## config.mk

```make
export PLATFORM = sky130hd
export DESIGN_NAME = uart_tty_queue_engine
export DESIGN_NICKNAME = d
export VERILOG_FILES = /design/src/rtl/core/uttq_pkg.sv /design/src/rtl/core/uart_tty_queue_engine.sv /design/src/rtl/core/uttq_byte_fifo.sv /design/src/rtl/core/uttq_front.sv /design/src/rtl/core/uttq_back.sv
export SDC_FILE = /design/constraint.sdc
export NUM_CORES = 1
export LEC_CHECK = 0
export BUFFER_PORTS_ARGS = -buffer_cell sky130_fd_sc_hd__buf_4
export CORE_ASPECT_RATIO = 2
export CORE_MARGIN = 5
export CORE_UTILIZATION = 66
export DETAILED_ROUTE_END_ITERATION = 12
export PLACE_DENSITY = 0.85
export SKIP_LAST_GASP = 1
export SLEW_MARGIN = 20
export SYNTH_ARGS = -nofsm -noshare
export SYNTH_HDL_FRONTEND = slang
export SYNTH_SLANG_ARGS = --single-unit
```

## constraint.sdc

```tcl
create_clock -name clock -period 4.13 [get_ports clock]
set_input_delay 0.2065 -clock clock [delete_from_list [all_inputs] [get_ports clock]]
set_output_delay 0.2065 -clock clock [all_outputs]
set_load 0.01 [all_outputs]
```

## src/rtl/core/uttq_pkg.sv

```systemverilog
`default_nettype none

package uttq_pkg;

   localparam int FIFO_DEPTH = 8;
   localparam int PTR_W = $clog2(FIFO_DEPTH);
   localparam int CNT_W = $clog2(FIFO_DEPTH + 1);

   // command queue between front and back, result queue at the output
   localparam int CMDQ_DEPTH = 2;
   localparam int CMDQ_PTR_W = $clog2(CMDQ_DEPTH);
   localparam int CMDQ_CNT_W = $clog2(CMDQ_DEPTH + 1);
   localparam int RSPQ_DEPTH = 2;
   localparam int RSPQ_PTR_W = $clog2(RSPQ_DEPTH);
   localparam int RSPQ_CNT_W = $clog2(RSPQ_DEPTH + 1);

   typedef enum logic [1:0] {
      OP_RX_BYTE    = 2'd0,
      OP_TX_EMPTY   = 2'd1,
      OP_HOST_WRITE = 2'd2,
      OP_HOST_READ  = 2'd3
   } op_type;

   typedef struct packed {
      logic [1:0] req_type;
      logic [7:0] data;
   } req_item_type;

   typedef struct packed {
      logic       tx_valid;
      logic [7:0] tx_char;
      logic       tx_irq_enable;
      logic       write_accepted;
      logic       read_valid;
      logic [7:0] read_char;
      logic       wake_writer;
      logic       rx_dropped;
   } rsp_item_type;

   typedef struct packed {
      op_type     op;
      logic [7:0] data;
   } cmd_type;

   typedef struct packed {
      logic full;
      logic empty;
   } fifo_status_type;

   function automatic logic [PTR_W-1:0] ptr_next(input logic [PTR_W-1:0] p);
      return (p == PTR_W'(FIFO_DEPTH - 1)) ? '0 : p + 1'b1;
   endfunction

endpackage

`default_nettype wire

```

## src/rtl/core/uart_tty_queue_engine.sv

```systemverilog
`default_nettype none

// channel   ports                          item
// -------   ----------------------------   -----------------------------------
// request   push, full, req_item           req_type, data
// response  empty, pop, rsp_item           tx/irq/write/read/wake/drop fields
// csr       csr_we, csr_wdata              echo_enable
//
// one item per cycle sustained while the response side keeps popping; an accepted
// item passes through the front command queue and then one back-end step into the
// result queue, where it can be popped
// the back end updates the three byte fifos as it takes each item
// synchronous reset empties all queues and clears echo_enable and tx irq
// a stalled response side fills the two-entry result queue, then the
// two-entry command queue, then raises full

module uart_tty_queue_engine (
   input  wire logic                   clock,
   input  wire logic                   reset,
   input  wire logic                   push,
   output logic                        full,
   input  wire uttq_pkg::req_item_type req_item,
   output logic                        empty,
   input  wire logic                   pop,
   output uttq_pkg::rsp_item_type      rsp_item,
   input  wire logic                   csr_we,
   input  wire logic                   csr_wdata
);

   logic              cmd_valid;
   logic              cmd_pop;
   uttq_pkg::cmd_type cmd;

   uttq_front u_front (
      .clock     (clock),
      .reset     (reset),
      .push      (push),
      .full      (full),
      .req_item  (req_item),
      .cmd_valid (cmd_valid),
      .cmd       (cmd),
      .cmd_pop   (cmd_pop)
   );

   uttq_back u_back (
      .clock     (clock),
      .reset     (reset),
      .csr_we    (csr_we),
      .csr_wdata (csr_wdata),
      .cmd_valid (cmd_valid),
      .cmd       (cmd),
      .cmd_pop   (cmd_pop),
      .empty     (empty),
      .pop       (pop),
      .rsp_item  (rsp_item)
   );

endmodule

`default_nettype wire

```

## src/rtl/core/uttq_byte_fifo.sv

```systemverilog
`default_nettype none

module uttq_byte_fifo (
   input  wire logic                     clock,
   input  wire logic                     reset,
   input  wire logic                     push,
   input  wire logic [7:0]               push_data,
   input  wire logic                     pop,
   output uttq_pkg::fifo_status_type     status,
   output logic [7:0]                    head
);

   logic [7:0]                  mem_ff [uttq_pkg::FIFO_DEPTH];
   logic [uttq_pkg::PTR_W-1:0]  rd_ff, rd_in;
   logic [uttq_pkg::PTR_W-1:0]  wr_ff, wr_in;
   logic [uttq_pkg::CNT_W-1:0]  cnt_ff, cnt_in;
   logic                        do_push, do_pop;

   assign status.full  = (cnt_ff == uttq_pkg::CNT_W'(uttq_pkg::FIFO_DEPTH));
   assign status.empty = (cnt_ff == '0);
   assign head         = mem_ff[rd_ff];

   assign do_push = push && !status.full;
   assign do_pop  = pop && !status.empty;

   always_comb begin
      rd_in  = do_pop  ? uttq_pkg::ptr_next(rd_ff) : rd_ff;
      wr_in  = do_push ? uttq_pkg::ptr_next(wr_ff) : wr_ff;
      cnt_in = cnt_ff;
      if (do_push && !do_pop) begin
         cnt_in = cnt_ff + 1'b1;
      end else if (do_pop && !do_push) begin
         cnt_in = cnt_ff - 1'b1;
      end
   end

   always_ff @(posedge clock) begin
      if (reset) begin
         rd_ff  <= '0;
         wr_ff  <= '0;
         cnt_ff <= '0;
      end else begin
         rd_ff  <= rd_in;
         wr_ff  <= wr_in;
         cnt_ff <= cnt_in;
      end
   end

   always_ff @(posedge clock) begin
      if (do_push) begin
         mem_ff[wr_ff] <= push_data;
      end
   end

endmodule

`default_nettype wire

```

## src/rtl/core/uttq_front.sv

```systemverilog
`default_nettype none

module uttq_front (
   input  wire logic                   clock,
   input  wire logic                   reset,
   input  wire logic                   push,
   output logic                        full,
   input  wire uttq_pkg::req_item_type req_item,
   output logic                        cmd_valid,
   output uttq_pkg::cmd_type           cmd,
   input  wire logic                   cmd_pop
);

   uttq_pkg::cmd_type                q_ff [uttq_pkg::CMDQ_DEPTH];
   logic [uttq_pkg::CMDQ_PTR_W-1:0]  rd_ff, rd_in;
   logic [uttq_pkg::CMDQ_PTR_W-1:0]  wr_ff, wr_in;
   logic [uttq_pkg::CMDQ_CNT_W-1:0]  cnt_ff, cnt_in;
   logic                             do_push, do_pop;
   uttq_pkg::cmd_type                classified;

   // every 2-bit code is a valid request kind
   assign classified.op   = uttq_pkg::op_type'(req_item.req_type);
   assign classified.data = req_item.data;

   assign full      = (cnt_ff == uttq_pkg::CMDQ_CNT_W'(uttq_pkg::CMDQ_DEPTH));
   assign cmd_valid = (cnt_ff != '0);
   assign cmd       = q_ff[rd_ff];

   assign do_push = push && !full;
   assign do_pop  = cmd_pop && cmd_valid;

   always_comb begin
      rd_in = rd_ff;
      wr_in = wr_ff;
      if (do_pop) begin
         rd_in = (rd_ff == uttq_pkg::CMDQ_PTR_W'(uttq_pkg::CMDQ_DEPTH - 1)) ? '0 : rd_ff + 1'b1;
      end
      if (do_push) begin
         wr_in = (wr_ff == uttq_pkg::CMDQ_PTR_W'(uttq_pkg::CMDQ_DEPTH - 1)) ? '0 : wr_ff + 1'b1;
      end
      cnt_in = cnt_ff;
      if (do_push && !do_pop) begin
         cnt_in = cnt_ff + 1'b1;
      end else if (do_pop && !do_push) begin
         cnt_in = cnt_ff - 1'b1;
      end
   end

   always_ff @(posedge clock) begin
      if (reset) begin
         rd_ff  <= '0;
         wr_ff  <= '0;
         cnt_ff <= '0;
      end else begin
         rd_ff  <= rd_in;
         wr_ff  <= wr_in;
         cnt_ff <= cnt_in;
      end
   end

   always_ff @(posedge clock) begin
      if (do_push) begin
         q_ff[wr_ff] <= classified;
      end
   end

endmodule

`default_nettype wire

```

## src/rtl/core/uttq_back.sv

```systemverilog
`default_nettype none

module uttq_back (
   input  wire logic                    clock,
   input  wire logic                    reset,
   input  wire logic                    csr_we,
   input  wire logic                    csr_wdata,
   input  wire logic                    cmd_valid,
   input  wire uttq_pkg::cmd_type       cmd,
   output logic                         cmd_pop,
   output logic                         empty,
   input  wire logic                    pop,
   output uttq_pkg::rsp_item_type       rsp_item
);

   logic echo_enable_ff;
   logic tx_irq_ff, tx_irq_in;

   uttq_pkg::fifo_status_type rx_stat, echo_stat, tx_stat;
   logic [7:0]                rx_head, echo_head, tx_head;
   logic                      rx_push, rx_pop, echo_push, echo_pop, tx_push, tx_pop;

   uttq_pkg::rsp_item_type           res;
   uttq_pkg::rsp_item_type           rq_ff [uttq_pkg::RSPQ_DEPTH];
   logic [uttq_pkg::RSPQ_PTR_W-1:0]  rq_rd_ff, rq_rd_in;
   logic [uttq_pkg::RSPQ_PTR_W-1:0]  rq_wr_ff, rq_wr_in;
   logic [uttq_pkg::RSPQ_CNT_W-1:0]  rq_cnt_ff, rq_cnt_in;
   logic                             rq_full, rq_pop, go;

   uttq_byte_fifo u_rx_fifo (
      .clock     (clock),
      .reset     (reset),
      .push      (rx_push),
      .push_data (cmd.data),
      .pop       (rx_pop),
      .status    (rx_stat),
      .head      (rx_head)
   );

   uttq_byte_fifo u_echo_fifo (
      .clock     (clock),
      .reset     (reset),
      .push      (echo_push),
      .push_data (cmd.data),
      .pop       (echo_pop),
      .status    (echo_stat),
      .head      (echo_head)
   );

   uttq_byte_fifo u_tx_fifo (
      .clock     (clock),
      .reset     (reset),
      .push      (tx_push),
      .push_data (cmd.data),
      .pop       (tx_pop),
      .status    (tx_stat),
      .head      (tx_head)
   );

   assign rq_full = (rq_cnt_ff == uttq_pkg::RSPQ_CNT_W'(uttq_pkg::RSPQ_DEPTH));
   assign empty   = (rq_cnt_ff == '0);
   assign rq_pop  = pop && !empty;
   assign go      = cmd_valid && (!rq_full || rq_pop);
   assign cmd_pop = go;
   assign rsp_item = rq_ff[rq_rd_ff];

   always_comb begin
      rx_push   = 1'b0;
      rx_pop    = 1'b0;
      echo_push = 1'b0;
      echo_pop  = 1'b0;
      tx_push   = 1'b0;
      tx_pop    = 1'b0;
      tx_irq_in = tx_irq_ff;
      res       = '0;
      if (go) begin
         unique case (cmd.op)
            uttq_pkg::OP_RX_BYTE: begin
               rx_push        = 1'b1;
               res.rx_dropped = rx_stat.full;
               if (echo_enable_ff) begin
                  echo_push = 1'b1;
                  // first byte into an empty echo queue turns tx interrupts on
                  if (echo_stat.empty) begin
                     tx_irq_in = 1'b1;
                  end
               end
            end
            uttq_pkg::OP_TX_EMPTY: begin
               if (!echo_stat.empty) begin
                  echo_pop     = 1'b1;
                  res.tx_valid = 1'b1;
                  res.tx_char  = echo_head;
               end else if (!tx_stat.empty) begin
                  tx_pop          = 1'b1;
                  res.tx_valid    = 1'b1;
                  res.tx_char     = tx_head;
                  res.wake_writer = 1'b1;
               end else begin
                  tx_irq_in = 1'b0;
               end
            end
            uttq_pkg::OP_HOST_WRITE: begin
               tx_push            = 1'b1;
               res.write_accepted = !tx_stat.full;
               tx_irq_in          = 1'b1;
            end
            uttq_pkg::OP_HOST_READ: begin
               if (!rx_stat.empty) begin
                  rx_pop         = 1'b1;
                  res.read_valid = 1'b1;
                  res.read_char  = rx_head;
               end
            end
            default: begin
               tx_irq_in = tx_irq_ff;
            end
         endcase
      end
      res.tx_irq_enable = tx_irq_in;
   end

   always_comb begin
      rq_rd_in = rq_rd_ff;
      rq_wr_in = rq_wr_ff;
      if (rq_pop) begin
         rq_rd_in = (rq_rd_ff == uttq_pkg::RSPQ_PTR_W'(uttq_pkg::RSPQ_DEPTH - 1)) ?
                    '0 : rq_rd_ff + 1'b1;
      end
      if (go) begin
         rq_wr_in = (rq_wr_ff == uttq_pkg::RSPQ_PTR_W'(uttq_pkg::RSPQ_DEPTH - 1)) ?
                    '0 : rq_wr_ff + 1'b1;
      end
      rq_cnt_in = rq_cnt_ff;
      if (go && !rq_pop) begin
         rq_cnt_in = rq_cnt_ff + 1'b1;
      end else if (rq_pop && !go) begin
         rq_cnt_in = rq_cnt_ff - 1'b1;
      end
   end

   always_ff @(posedge clock) begin
      if (reset) begin
         echo_enable_ff <= 1'b0;
         tx_irq_ff      <= 1'b0;
         rq_rd_ff       <= '0;
         rq_wr_ff       <= '0;
         rq_cnt_ff      <= '0;
      end else begin
         if (csr_we) begin
            echo_enable_ff <= csr_wdata;
         end
         tx_irq_ff <= tx_irq_in;
         rq_rd_ff  <= rq_rd_in;
         rq_wr_ff  <= rq_wr_in;
         rq_cnt_ff <= rq_cnt_in;
      end
   end

   always_ff @(posedge clock) begin
      if (go) begin
         rq_ff[rq_wr_ff] <= res;
      end
   end

endmodule

`default_nettype wire

```

After elaboration in Yosys (flattened, before gate mapping) --
Memories as Yosys holds them, arrays and structs flattened. A register that Yosys moved wholly into a read port is not among the register bits. Cells that the tools add are included.
Word-level totals: register bits 40, RAM bits 256, input port bits 16, output and inout port bits 24, word-level logic and storage cells 179, memories kept 5
Operators by class: add/subtract/negate cells 20, equality and inequality tests 14, muxes and demuxes 72, reduce and logical (&&, ||, !) cells 51
Memory list:
- u_back.u_echo_fifo.mem_ff | depth 8, width 8, read ports 1, clocked after Yosys merged registers in 1, write ports 1, RTL line uttq_byte_fifo.sv:13 | logic [7:0] mem_ff [uttq_pkg::FIFO_DEPTH];
- u_back.u_rx_fifo.mem_ff | depth 8, width 8, read ports 1, clocked after Yosys merged registers in 1, write ports 1, RTL line uttq_byte_fifo.sv:13
- u_back.u_tx_fifo.mem_ff | depth 8, width 8, read ports 1, clocked after Yosys merged registers in 1, write ports 1, RTL line uttq_byte_fifo.sv:13
- u_back.rq_ff | depth 2, width 22, read ports 1, clocked after Yosys merged registers in 1, write ports 1, RTL line uttq_back.sv:24 | uttq_pkg::rsp_item_type rq_ff [uttq_pkg::RSPQ_DEPTH];
- u_front.q_ff | depth 2, width 10, read ports 1, clocked after Yosys merged registers in 1, write ports 1, RTL line uttq_front.sv:14 | uttq_pkg::cmd_type q_ff [uttq_pkg::CMDQ_DEPTH];
Operator list (number):
- 9-bit 2-to-1 mux | 6
- 1-bit 2-to-1 mux | 42
- 3-bit 2-to-1 mux | 12
- 4-bit 2-to-1 mux | 6
- 1-bit logical AND | 20
- 1-bit logical NOT | 19
- 3-bit by 1-bit adder with 3-bit output, second input constant | 6
- 3-bit equality test, second input constant | 6
- 4-bit by 1-bit adder with 4-bit output, second input constant | 3
- 4-bit equality test, second input constant | 3
- 4-bit logical NOT | 3
- 12-bit 2-to-1 mux | 1
- 2-bit nonzero test | 6
- 4-bit by 1-bit subtractor with 4-bit output, second input constant | 3
- 2-bit equality test, second input constant | 4
- 2-bit 2-to-1 mux | 4
- 1-bit adder, second input constant | 4
- 2-bit by 1-bit adder with 2-bit output, second input constant | 2
- 2-bit logical NOT | 2
- 2-bit by 1-bit subtractor with 2-bit output, second input constant | 2
- 1-bit one-hot mux with 3 select lines | 1
- 2-bit by 1-bit equality test with 1-bit output, second input constant | 1
- 1-bit logical OR | 1

Logic depth before layout (Yosys ltp) --
depth in word-level cells 11, depth in mapped cells 11, depth with buffers taken out 11

Cells and area by module --
A second synthesis with hierarchy kept.
Unflattened totals: cell total of the unflattened synthesis 717, area total of the unflattened synthesis 12638.4 µm²
Modules (own cells, without submodules):
- uttq_byte_fifo | times used 3, cells each 168, area each 3160.5 µm², sequential area each 2182.1 µm²
- uttq_back | times used 1, cells each 157, area each 2218.4 µm², sequential area each 1461.4 µm²
- uttq_front | times used 1, cells each 56, area each 938.4 µm², sequential area each 700.7 µm²

Least setup slack after synthesis --
Ideal clock, no wire load.
kind register to register, start point mem u_front.q_ff[0][9] in the netlist's numbering, end point reg u_back.u_echo_fifo.cnt_ff[3] in the netlist's numbering, library setup time 121 ps, arrival 2695 ps, required time 4009 ps, setup slack 1314 ps, stages on the path, launching flop included 12, buffers on the path 0, period minus slack after synthesis 2816 ps, cell sequence edfxtp_1 -> mux2_4 -> nor4_4 -> nand2_2 -> inv_1 -> ha_1 -> inv_1 -> ha_1 -> a21oi_1 -> a211oi_1 -> a31oi_1 -> mux2_2
RTL lines:
- from (decl) | RTL line uttq_front.sv:14
- to (signal assigned) | RTL line uttq_byte_fifo.sv:45 | cnt_ff <= cnt_in;
- to (decl) | RTL line uttq_byte_fifo.sv:16 | logic [uttq_pkg::CNT_W-1:0] cnt_ff, cnt_in;

==> qor.yml <==
clock_network:
  cts_made_buffers: 24
  cts_buffer_depth: 3
  cts_sinks: 307
  tritoncts: "built"
  postCtsSetupRepairBufs: 0
  clkTransAtPathRegs_ns: 0.07
  clock_latency_ns: 0.52
  clockRootBuffer: "clkbuf_16"
  cts_max_level: 1
  post_cts_resized: 0
timing:
  final.min_clock_period_ns: 3.50
  timing.final.crit_share_pct: 84.8
  fin_skew_ns: 0.0144
  maxSlewHeadroom_pct: 28.3
  tightest_slew_ns: 1.07
  finalSetupTns_ns: 0
  finalHoldViolCount: 0
  setup_viol: 0
  timing.fmax_mhz: 286
  rsz0062_at_grt: "false"
  finalMaxSlewViolations: 0
  layout_setup_ws_ns: 0.628
synth:
  ys_seq_elements: 307
  syn_area_mm2: 0.0124
  synth_edf_count: 256
  ys_top_cells_by_count: "edfxtp_1, dfxtp_1, mux4_2"
  yosys_warnings: 0
  netlist_top_cells_area: "edfxtp_1, mux4_2, dfxtp_1"
  synthArstFlopShare_pct: 0
  synthMostInstantiatedCell: "edfxtp_1"
  synth_area_per_cell_um2: 17.6
  seq_area_frac_synth_pct: 70.4
  synth_cell_types: 49
  syn_nets: 744
  synth_top_area_share_pct: 62.1
  synthFlopType: "edfxtp_1"
  yosys.area.top_type: "edfxtp_1"
  synthCells: 702
setup_path:
  startpoint_type: "flip-flop"
  arrival_ns: 3.91
  cp.required_ns: 4.54
  cp_cell_sequence: "buf_4 -> mux2_4 -> nor4_4 -> nand2_2 -> ha_1 -> inv_1 -> ha_1 -> a21oi_1 -> a211oi_1 -> a31oi_1 -> mux2_2"
  cpMaxStageDelayCell: "nor4_4"
  end_kind: "flip-flop"
  slowest_delay_ns: 0.44
  path_class: "flip-flop to flip-flop"
  critPathMaxFanout: 12
  cpMostUsedCell: "ha_1"
  rr_worst_depth: 11
worst_hold_path:
  holdPathStages: 4
  hp-class: "input pin to flip-flop"
grt:
  grt_pass1_wl_um: 38000
  grt_pass1_vias: 6926
  antenna_found_initial: 1
  grt_overflow: 0
  track_usage_pct: 23.4
  grt_max_degree: 46
floorplan:
  core_area_mm2: 0.0187
  start_util_pct: 66.3
  die_x_um: 107
  boundaryPins: 40
  dieArea_mm2: 0.0218
  rows: 71
  die_y_um: 204
layout:
  antenna_cells: 0
  synthToLayoutAreaGrowth_pct: 12.0
  seq_area_mm2: 0.00871
  fin_cells: 1003
  drive_above_1_share_pct: 26.9
  multi_input_area_mm2: 0.00351
  fill_cells: 1072
  fin_nets: 808
detailed_routing:
  firstDrtPassIters: 5
  route.detailed.drc: 0
  routed_via_density: 6.51
  drtIter0Drc: 484
  vias: 6526
  wire_per_inst_um: 24.6
  postRouteAntennaNets: 0
  drt-total-wl_um: 24600
status:
  status: "complete, no violations"
power:
  p_leak_nw: 4.58
  ir_drop_uv: 481
  p_per_area_mw_per_mm2: 604
  total_power_mw: 8.38
place:
  post-place-ws_ns: 0.707
  io_buffers: 39
  numPlacedInstances: 947
  place_hpwl_um: 16700
  routabilityCongestion: 0.835
job:
  maxCapViolations: 0
-- cell usage in the layout, fill, tap and decap left out, types with 8 or more instances in the layout --
master	count
a21oi_1	26
buf_4	55
clkbuf_16	25
dfxtp_1	47
dlygate4sd3_1	12
edfxtp_1	256
ha_1	23
inv_1	8
mux2_2	34
mux2i_1	28
mux4_2	48
nand2_1	10
nand3_1	14
nor2_1	44
o21ai_0	16
o22ai_1	8
or4_1	9
xor2_1	9
-- cell families (layout without fill, tap and decap cells) --
logic type | count (synthesis) | in the layout | share of synthesized area, %
flops | 307 | 307 | 70.4
simple gates | 136 | 136 | 7.04
mux | 113 | 113 | 14.6
compound gates | 65 | 65 | 2.85
buf+inv | 41 | 123 | 1.36
fa+ha+maj | 26 | 26 | 2.81
xor+xnor | 14 | 14 | 0.991
-- timing repair --
item                                    4_1_cts  5_1_grt
hold buffers                                 12        0
endpoints found under the setup margin        0        0
endpoints found under the hold margin        21        0
-- through the flow --
stage / util [%] / hold WS [ns] / area, um2
floorplan: - / 0.305 / 12400
global placement: 69.4 / 0.392 / 12900
detailed placement: 69.4 / 0.394 / 12900
CTS: 74.2 / 0.0637 / 13800
global route: 74.3 / 0.123 / 13900
finish: 74.3 / 0.0690 / 13900
-- report_power, final --
part / total, mW / switching [mW] / leakage, nW / internal [mW]
Sequential: 4.13 / 0.213 / 2.75 / 3.91
Combinational: 1.94 / 1.19 / 1.44 / 0.753
Clock: 2.31 / 1.05 / 0.385 / 1.26
-- state kept, by name (all words and copies together), names as in the netlist, named ones only --
name / flops
u_front.cnt_ff: 2
u_back.u_tx_fifo.rd_ff: 3
u_front.q_ff: 20
u_back.u_echo_fifo.cnt_ff: 4
u_back.rq_wr_ff: 1
u_back.rq_ff: 44
u_back.tx_irq_ff: 1
u_front.rd_ff: 1
u_back.u_rx_fifo.cnt_ff: 4
u_back.rq_cnt_ff: 2
u_front.wr_ff: 1
u_back.u_rx_fifo.mem_ff: 64
u_back.rq_rd_ff: 1
u_back.u_echo_fifo.mem_ff: 64
u_back.u_rx_fifo.wr_ff: 3
u_back.u_rx_fifo.rd_ff: 3
u_back.u_echo_fifo.rd_ff: 3
u_back.u_tx_fifo.cnt_ff: 4
u_back.u_tx_fifo.mem_ff: 64
u_back.u_tx_fifo.wr_ff: 3
u_back.u_echo_fifo.wr_ff: 3
u_back.echo_enable_ff: 1
-- worst max-delay path, delay by kind of cell, from the launching register on --
family / cells / cell delay, ns
flip-flops: 1 / 0.31
adder cells (fa/ha/maj): 2 / 0.59
AO/OA/AOI/OAI: 3 / 0.66
multiplexers: 2 / 0.78
buffers and inverters: 2 / 0.36
AND/OR/NAND/NOR: 2 / 0.70
-- metal layers --
| metal | GRT usage [%] | wire length (um) | up-vias |
|---|---|---|---|
| li1 | - | - | 2910 |
| met1 | 26.6 | 8420 | 3273 |
| met2 | 43.1 | 13600 | 265 |
| met3 | 3.17 | 1410 | 76 |
| met4 | 10.7 | 1150 | 2 |
| met5 | 0 | 11 | - |
-- cell type report --
type,count,area share [%]
timing repair buffer,67,3.84
tap,219,1.98
multi-input combinational,354,25.3
clock buffer,31,4.67
sequential,307,62.8
clock inverter,13,1.01
inverter,12,0.325
-- final timing paths --
check,start,end,slack (ns)
max,flip-flop,u_back.u_tx_fifo.cnt_ff[3],0.63
min,push,u_front.wr_ff,0.07
max reg2reg,flip-flop,u_back.u_tx_fifo.cnt_ff[3],0.63
min reg2reg,u_back.rq_rd_ff,flip-flop,0.52
(Power assumes the default switching activity.)
